--- config.mk ---
export PLATFORM = sky130hd
export DESIGN_NAME = seven_segment_serial_driver_unit
export DESIGN_NICKNAME = d
export VERILOG_FILES = /design/src/rtl/sssd_pkg.sv /design/src/rtl/seven_segment_serial_driver_unit.sv
export SDC_FILE = /design/constraint.sdc
export NUM_CORES = 1
export LEC_CHECK = 0
export BUFFER_PORTS_ARGS = -buffer_cell sky130_fd_sc_hd__clkbuf_2
export CORE_ASPECT_RATIO = 1.75
export CORE_MARGIN = 8
export CORE_UTILIZATION = 45
export DETAILED_ROUTE_END_ITERATION = 10
export GPL_ROUTABILITY_DRIVEN = 0
export PLACE_DENSITY = 0.68
export SLEW_MARGIN = 10
export SYNTH_ARGS = -nofsm -noshare
export SYNTH_HDL_FRONTEND = slang
export SYNTH_SLANG_ARGS = --single-unit
--- constraint.sdc ---
create_clock -name clk -period 4.64 [get_ports clk]
set_input_delay 0.928 -clock clk [delete_from_list [all_inputs] [get_ports clk]]
set_output_delay 0.928 -clock clk [all_outputs]
set_load 0.02 [all_outputs]
--- src/rtl/sssd_pkg.sv ---
// ----------------------------------------------------------------------------
// sssd_pkg
// Shared constants, glyph tables and helper functions for the seven-segment
// serial driver.
// ----------------------------------------------------------------------------
`default_nettype none

package sssd_pkg;

    localparam int NUM_DIGITS   = 4;
    localparam int BYTE_BITS    = 8;
    localparam int FRAME_BITS   = 2 * BYTE_BITS;
    localparam int BIT_CNT_W    = $clog2(FRAME_BITS);
    localparam int POS_W        = (NUM_DIGITS > 1) ? $clog2(NUM_DIGITS) : 1;

    localparam int NUMBER_W     = 14;
    localparam int CHAR_W       = 8;
    localparam int POSITION_W   = 2;
    localparam int DIGIT_W      = 4;

    localparam logic [NUMBER_W-1:0] NUMBER_LIMIT = 14'd9999;
    localparam logic [7:0]          BLANK_GLYPH  = 8'hFF;

    // floor(v / 10) == (v * RECIP_10) >> RECIP_SHIFT for every 14-bit v
    localparam int                  RECIP_SHIFT  = 16;
    localparam logic [12:0]         RECIP_10     = 13'd6554;
    localparam int                  PROD_W       = NUMBER_W + 13;
    localparam int                  QUOT_W       = PROD_W - RECIP_SHIFT;

    localparam logic [7:0] CHAR_LC_A = 8'h61;
    localparam logic [7:0] CHAR_LC_Z = 8'h7A;
    localparam logic [7:0] CHAR_UC_A = 8'h41;
    localparam logic [7:0] CHAR_UC_Z = 8'h5A;
    localparam logic [7:0] CHAR_ZERO = 8'h30;
    localparam logic [7:0] CHAR_NINE = 8'h39;
    localparam logic [7:0] CASE_FOLD = 8'h20;

    localparam logic [7:0] LETTER_GLYPH [26] = '{
        8'h88, 8'h83, 8'hC6, 8'hA1, 8'h86, 8'h8E, 8'hC2, 8'h89, 8'hCF,
        8'hE1, 8'h8A, 8'hC7, 8'hEA, 8'hC8, 8'hC0, 8'h8C, 8'h4A, 8'hCC,
        8'h92, 8'h87, 8'hC1, 8'hC1, 8'hD5, 8'h89, 8'h91, 8'hA4
    };

    typedef enum logic [3:0] {
        ST_IDLE  = 4'b0001,
        ST_DIV   = 4'b0010,
        ST_LOAD  = 4'b0100,
        ST_SHIFT = 4'b1000
    } state_t;

    function automatic logic [7:0] digit_glyph(input logic [DIGIT_W-1:0] d);
        logic [7:0] g;
        case (d)
            4'd0:    g = 8'hC0;
            4'd1:    g = 8'hF9;
            4'd2:    g = 8'hA4;
            4'd3:    g = 8'hB0;
            4'd4:    g = 8'h99;
            4'd5:    g = 8'h92;
            4'd6:    g = 8'h82;
            4'd7:    g = 8'hF8;
            4'd8:    g = 8'h80;
            4'd9:    g = 8'h90;
            default: g = BLANK_GLYPH;
        endcase
        return g;
    endfunction

    function automatic logic [7:0] char_glyph(input logic [CHAR_W-1:0] c);
        logic [7:0] u;
        logic [7:0] g;
        logic [7:0] ofs;
        u = c;
        if (c >= CHAR_LC_A && c <= CHAR_LC_Z)
        begin
            u = c - CASE_FOLD;
        end
        g = BLANK_GLYPH;
        if (u >= CHAR_ZERO && u <= CHAR_NINE)
        begin
            ofs = u - CHAR_ZERO;
            g   = digit_glyph(ofs[DIGIT_W-1:0]);
        end
        else if (u >= CHAR_UC_A && u <= CHAR_UC_Z)
        begin
            ofs = u - CHAR_UC_A;
            g   = LETTER_GLYPH[ofs[4:0]];
        end
        return g;
    endfunction

    // Digit select byte: unused high bits set, only the selected bit set among the low bits.
    function automatic logic [7:0] select_byte(input logic [2:0] pos);
        logic [15:0] v;
        v = (16'h00FF << NUM_DIGITS) | (16'h0001 << pos);
        return v[7:0];
    endfunction

endpackage

`default_nettype wire

--- src/rtl/seven_segment_serial_driver_unit.sv ---
// ----------------------------------------------------------------------------
// seven_segment_serial_driver_unit
// Turns show-number and show-character requests into 16-bit serial frames for
// two chained 8-bit shift registers driving a multiplexed seven-segment display.
// ----------------------------------------------------------------------------
// Usage:
//   Slave channel (s_*) takes one request: s_tuser selects show-number (0) or
//   show-character (1); s_tdata carries number, character and position.
//   Master channel (m_*) gives one shift-clock pulse per bit: m_tdata[0]
//   is the serial data level, m_tuser flags the sixteenth bit of a frame (the
//   latch line drops after it), m_tlast flags the final bit of the request.
//   Each frame is the segment byte MSB first, then the digit-select byte.
// Sequence per request (a stall on the master side holds a frame bit):
//   show-number : accept, then the shared divide-by-10 unit yields the digits
//                 rightmost first, then per digit a load and the frame bits.
//   show-char   : accept, then the frame bits.
//   number above 9999 or position beyond the display: dropped at accept.
//   The divider multiplies by a reciprocal and a single frame shifter serves
//   every frame; one request is in flight at a time, s_tready is low meanwhile.
// Reset returns the sequencer to idle and drops m_tvalid. A stall on the
// master side simply holds the current bit; nothing is lost.
// ----------------------------------------------------------------------------
`default_nettype none

module seven_segment_serial_driver_unit
    import sssd_pkg::*;
(
    input  wire logic        clk,
    input  wire logic        rst_n,
    // request channel
    input  wire logic        s_tvalid,
    output logic             s_tready,
    input  wire logic [23:0] s_tdata,   // number[13:0], character[21:14], position[23:22]
    input  wire logic        s_tuser,   // cmd
    // serial bit channel
    output logic             m_tvalid,
    input  wire logic        m_tready,
    output logic [7:0]       m_tdata,   // data_bit[0], zero fill [7:1]
    output logic             m_tuser,   // frame_end
    output logic             m_tlast    // last
);

    // request fields
    logic [NUMBER_W-1:0]   in_number;
    logic [CHAR_W-1:0]     in_character;
    logic [POSITION_W-1:0] in_position;
    logic                  in_cmd;

    assign in_number    = s_tdata[13:0];
    assign in_character = s_tdata[21:14];
    assign in_position  = s_tdata[23:22];
    assign in_cmd       = s_tuser;

    state_t                 state_reg, state_next;
    logic [FRAME_BITS-1:0]  frame_reg, frame_next;      // shifts out MSB first
    logic [BIT_CNT_W-1:0]   bit_reg, bit_next;
    logic [POS_W-1:0]       pos_reg, pos_next;          // divide step / frame position
    logic                   single_reg, single_next;    // one-frame request
    logic [NUMBER_W-1:0]    val_reg, val_next;          // running quotient
    logic [DIGIT_W-1:0]     dig_reg [NUM_DIGITS];       // decimal digits, slot 0 leftmost
    logic [DIGIT_W-1:0]     dig_next [NUM_DIGITS];

    // shared divide-by-10 unit
    logic [PROD_W-1:0]      prod;
    logic [QUOT_W-1:0]      quot;
    logic [NUMBER_W-1:0]    quot_x10;
    logic [NUMBER_W-1:0]    rem_full;
    logic [DIGIT_W-1:0]     rem;

    logic s_req;
    logic m_req;
    logic bit_is_end;
    logic frame_is_last;
    logic pos_in_range;

    assign prod     = PROD_W'(val_reg) * PROD_W'(RECIP_10);
    assign quot     = prod[PROD_W-1:RECIP_SHIFT];
    assign quot_x10 = (NUMBER_W'(quot) << 3) + (NUMBER_W'(quot) << 1);
    assign rem_full = val_reg - quot_x10;
    assign rem      = rem_full[DIGIT_W-1:0];

    assign s_tready = (state_reg == ST_IDLE);
    assign m_tvalid = (state_reg == ST_SHIFT);
    assign s_req    = s_tvalid && s_tready;
    assign m_req    = m_tvalid && m_tready;

    assign bit_is_end    = (bit_reg == BIT_CNT_W'(FRAME_BITS - 1));
    assign frame_is_last = single_reg || (pos_reg == POS_W'(NUM_DIGITS - 1));
    assign pos_in_range  = (32'(in_position) < NUM_DIGITS);

    assign m_tdata = {7'd0, frame_reg[FRAME_BITS-1]};
    assign m_tuser = bit_is_end;
    assign m_tlast = bit_is_end && frame_is_last;

    always_comb
    begin
        state_next  = state_reg;
        frame_next  = frame_reg;
        bit_next    = bit_reg;
        pos_next    = pos_reg;
        single_next = single_reg;
        val_next    = val_reg;
        for (int i = 0; i < NUM_DIGITS; i++)
        begin
            dig_next[i] = dig_reg[i];
        end

        case (state_reg)
            ST_IDLE:
            begin
                if (s_req)
                begin
                    pos_next = '0;
                    bit_next = '0;
                    val_next = in_number;
                    if (!in_cmd)
                    begin
                        single_next = 1'b0;
                        if (in_number <= NUMBER_LIMIT)
                        begin
                            state_next = ST_DIV;
                        end
                    end
                    else if (pos_in_range)
                    begin
                        single_next = 1'b1;
                        frame_next  = {char_glyph(in_character),
                                       select_byte(3'(in_position))};
                        state_next  = ST_SHIFT;
                    end
                end
            end

            ST_DIV:
            begin
                // rightmost digit first; new digit enters slot 0
                val_next = NUMBER_W'(quot);
                for (int i = NUM_DIGITS - 1; i > 0; i--)
                begin
                    dig_next[i] = dig_reg[i-1];
                end
                dig_next[0] = rem;
                if (pos_reg == POS_W'(NUM_DIGITS - 1))
                begin
                    pos_next   = '0;
                    state_next = ST_LOAD;
                end
                else
                begin
                    pos_next = pos_reg + 1'b1;
                end
            end

            ST_LOAD:
            begin
                frame_next = {digit_glyph(dig_reg[0]), select_byte(3'(pos_reg))};
                for (int i = 0; i < NUM_DIGITS - 1; i++)
                begin
                    dig_next[i] = dig_reg[i+1];
                end
                bit_next   = '0;
                state_next = ST_SHIFT;
            end

            ST_SHIFT:
            begin
                if (m_req)
                begin
                    frame_next = frame_reg << 1;
                    bit_next   = bit_reg + 1'b1;
                    if (bit_is_end)
                    begin
                        if (frame_is_last)
                        begin
                            state_next = ST_IDLE;
                        end
                        else
                        begin
                            pos_next   = pos_reg + 1'b1;
                            state_next = ST_LOAD;
                        end
                    end
                end
            end

            default:
            begin
                state_next = ST_IDLE;
            end
        endcase
    end

    always_ff @(posedge clk or negedge rst_n)
    begin
        if (!rst_n)
        begin
            state_reg  <= ST_IDLE;
            bit_reg    <= '0;
            pos_reg    <= '0;
            single_reg <= 1'b0;
        end
        else
        begin
            state_reg  <= state_next;
            bit_reg    <= bit_next;
            pos_reg    <= pos_next;
            single_reg <= single_next;
        end
    end

    // payload, no reset
    always_ff @(posedge clk)
    begin
        frame_reg <= frame_next;
        val_reg   <= val_next;
        for (int i = 0; i < NUM_DIGITS; i++)
        begin
            dig_reg[i] <= dig_next[i];
        end
    end

    // ------------------------------------------------------------------------
    // Assertions
    // ------------------------------------------------------------------------

    // never taking a request while bits are still going out
    a_no_overlap: assert property (@(posedge clk) disable iff (!rst_n)
        !(s_tready && m_tvalid))
        else $error("request accepted while shifting");

    // the final bit of a request always closes a frame
    a_last_on_frame_end: assert property (@(posedge clk) disable iff (!rst_n)
        (m_tvalid && m_tlast) |-> m_tuser)
        else $error("last bit not at frame end");

    // after the final bit the block is free again
    a_idle_after_last: assert property (@(posedge clk) disable iff (!rst_n)
        (m_tvalid && m_tready && m_tlast) |=> (s_tready && !m_tvalid))
        else $error("not idle after final bit");

    // frame end is followed by a load or by idle, never by another bit at once
    a_gap_after_frame: assert property (@(posedge clk) disable iff (!rst_n)
        (m_tvalid && m_tready && m_tuser) |=> !m_tvalid)
        else $error("no load gap between frames");

endmodule

`default_nettype wire

==> impl_results.md <==
* Syn avg cell area at 9.17 um2
* Detail Placement HPWL at 13,700 um
* Highest clock rate at roughly 0.2 GHz
* Core footprint at between 10,000 and 15,000 um2
* Clk slew on worst S/H paths at approximately 0.05 ns
* WHS Endpoint: dig_reg[3][2]$_DFFE_PP_
* Largest net degree at the start of global routing at 28
* Mapped Area at 6820 um2
* Initial Utilization at 0.460
* Max Cap Viol at 0
* Std cell rows at 59
* Data arrival, critical path at approximately 5.2 ns
* CP endpoint kind: flop
* Slew @ Worst Pin at 0.681 ns
* Setup Skew at between 0.006 and 0.007 ns
* Slowest stage cell, crit path: fa_1
* Via-to-Cell Ratio at 5.36
* CTS Sinks at 57
* GRT overflow at 0
* Post-route setup TNS at -2.96 ns
* Fillers at approximately 1,400
* Crit-path leading delay family: adder cells
* Drt total wl at roughly 17,000 um
* Number of global-route vias before repair at roughly 5,700
* Final slew viol count at 0
* RSZ-0062 raised after global routing: true
* R2r setup slk at -0.45 ns
* First-pass GRT wire length at between 20,000 and 30,000 um
* DR iter-0 viols at 226
* Die extent in x at 109 um
* Final setup viols at 13
* Dpl cells at 995
* Critical path's largest stage delay at between 0.5 and 0.6 ns
* Hold Fails Final Rpt at 0
* Max clock buf depth at 2
* CTS Root Cell: clkbuf_16
* Tmin final at about 5 ns
* Synth warn at 0
* EDFF count, synth at between 40 and 50
* Post-route ant nets at 0
* Worst setup path category: flop to flop
* Seq/Total Area, Yosys at 0.243
* H-tree depth at 3
* # DRC at 0
* TritonCTS clock tree: built
* HP Start: dig_reg[2][2]$_DFFE_PP_
* Yosys reg bits at 57
* Clock latency on the worst-skew pair at 0.33 ns
* Synthesis-to-layout area growth at 19.8%
* Relative slew slack at 0.545
* Most common cell type on the critical path: fa_1
* DR WL/cell at 16.6 um
* WP data required at around 4.7 ns
* Top Ports at between 40 and 50
* Worst r2r dst: dig_reg[0][3]$_DFFE_PP_
* Min-delay worst type: flop to flop
* Cell count after synthesis at between 700 and 800
* Router iterations before antenna repair at 4
* Die Y at approximately 180 um
* Num CTS Buffers at 9
* Nets at about 1,000
* Status: finished with violations
* CP max FO at 4
* R2r worst-path depth at 20
* Via count at around 5,500
* Die ar. at just under 20,000 um2
* Tot GR Track Use at 0.180
* Failing checks: setup timing
* Share of layout cells above drive strength 1 at 0.210
* Antenna diodes at 0
* Final Non-Filler Cells at between 1,000 and 1,500
* Ys async rst share at 0.193
* Synth Flop Type: edfxtp_1
* FF/Latch Area at roughly 1700 um2
* Number of library cell types mapped by synthesis at between 70 and 80
* Reg2reg start: val_reg[3]$_DFFE_PP_
* Final period utilization at 1.10
* IO buf count at 33
* Buf/Inv on CP at 4
* Hold depth at 0
* Startpoint types: flop
* Final WS setup at -0.447 ns
* Worst-path cell chain: ha_4, inv_2, fa_1, inv_1, fa_1, fa_1, inv_2, fa_1, inv_2, ha_4, nand4_1, o21ai_2, a211oi_2, o21ba_2, xnor2_2, ha_4, xor2_2, a21o_1, a21oi_1, nand3b_1
* Multi-input gate area at 4780 um2
* Antenna violations before repair at 0
-- cell families after synthesis --
logic type / Yosys count / share of synthesized area
DFF: 57 / 0.243
other: 1 / 0.000550
and+or+nand+nor: 174 / 0.119
AOI/OAI and AO/OA: 146 / 0.138
muxes: 13 / 0.0196
xor gates and xnor gates: 18 / 0.0242
adders and majority gates: 164 / 0.353
buffers and inverters: 171 / 0.103
-- cell usage after synthesis, types with 6 or more instances --
library cell | number | area share
inv_1 | 135 | 0.074
ha_1 | 117 | 0.21
nand2_1 | 75 | 0.041
fa_1 | 47 | 0.14
edfxtp_1 | 46 | 0.20
a21oi_1 | 43 | 0.032
o21ai_0 | 41 | 0.030
nor2_1 | 33 | 0.018
clkbuf_1 | 15 | 0.0083
nand3_1 | 15 | 0.011
nand2b_1 | 12 | 0.011
dfrtp_1 | 10 | 0.037
mux2i_1 | 10 | 0.015
a21o_1 | 9 | 0.0099
xnor2_1 | 9 | 0.012
buf_4 | 8 | 0.0088
xor2_1 | 8 | 0.010
a31oi_1 | 7 | 0.0064
nor3_1 | 7 | 0.0051
and3_1 | 6 | 0.0055
o221ai_1 | 6 | 0.0077
-- worst max-delay path by stage --
stage	cells past startpoint	to	from	slack, ns
finish	20	dig_reg[0][3]$_DFFE_PP_	val_reg[3]$_DFFE_PP_	-0.45
global route	20	dig_reg[0][3]$_DFFE_PP_	val_reg[3]$_DFFE_PP_	-0.63
CTS	20	dig_reg[0][3]$_DFFE_PP_	val_reg[3]$_DFFE_PP_	-0.38
detailed placement	20	dig_reg[0][3]$_DFFE_PP_	val_reg[6]$_DFFE_PP_	-0.52
global placement	20	dig_reg[0][3]$_DFFE_PP_	val_reg[6]$_DFFE_PP_	-0.37
floorplan	20	dig_reg[0][3]$_DFFE_PP_	val_reg[8]$_DFFE_PP_	-0.22
-- cells in the final DEF, fill, tap and decap left out, types with 10 or more instances in the layout --
cell and instances:
a21oi_1 40, buf_4 67, clkbuf_2 33, dfrtp_1 10, edfxtp_1 46, fa_1 47
ha_1 105, ha_4 12, inv_1 127, mux2i_1 10, nand2_1 73, nand2b_1 12
nand3_1 13, nor2_1 33, o21ai_0 33
-- per-layer routing --
metal / part of all wire / global-route usage / wire [um] / vias to the layer above
met5: 0 / 0 / 0 / -
met4: 0.055 / 0.101 / 922 / 0
met3: 0.017 / 0.0162 / 279 / 45
met2: 0.58 / 0.358 / 9760 / 86
met1: 0.35 / 0.170 / 5950 / 2664
li1: - / - / - / 2673
-- worst register-to-register path: stages, from the launching register on --
cell,delay (ns)
edfxtp_1,0.49
ha_4,0.33
inv_2,0.04
fa_1,0.55
inv_1,0.06
fa_1,0.46
fa_1,0.51
inv_2,0.04
fa_1,0.51
inv_2,0.05
ha_4,0.26
nand4_1,0.17
o21ai_2,0.21
a211oi_2,0.08
o21ba_2,0.26
xnor2_2,0.21
ha_4,0.18
xor2_2,0.13
a21o_1,0.12
a21oi_1,0.06
nand3b_1,0.14
-- area by class of cell --
cell class                      instances  area share
Multi-Input combinational cell        522       0.584
Inverter                              139      0.0649
Sequential cell                        57       0.203
Timing Repair Buffer                  103      0.0859
Clock buffer                           14      0.0323
Clock inverter                          2     0.00153
Tap cell                              183      0.0280
-- through the flow --
step	hold slack (ns)	area [um2]	worst slack [ns]	util
6_report	0.448	8170	-0.447	0.551
5_1_grt	0.469	8170	-0.626	0.551
4_1_cts	0.449	8030	-0.381	0.541
3_5_place_dp	0.434	7620	-0.516	0.513
3_3_place_gp	0.436	7620	-0.369	0.513
2_1_floorplan	0.426	6940	-0.219	-
-- repair_timing --
item	4_1_cts	5_1_grt
pin swaps	16	21
buffers inserted	8	6
resized for setup	16	25
endpoints found under the setup margin	13	14
hold buffers	0	0
Power is not shown: default switching activity piles up to over one toggle a cycle in this logic, so the estimate is an artifact.
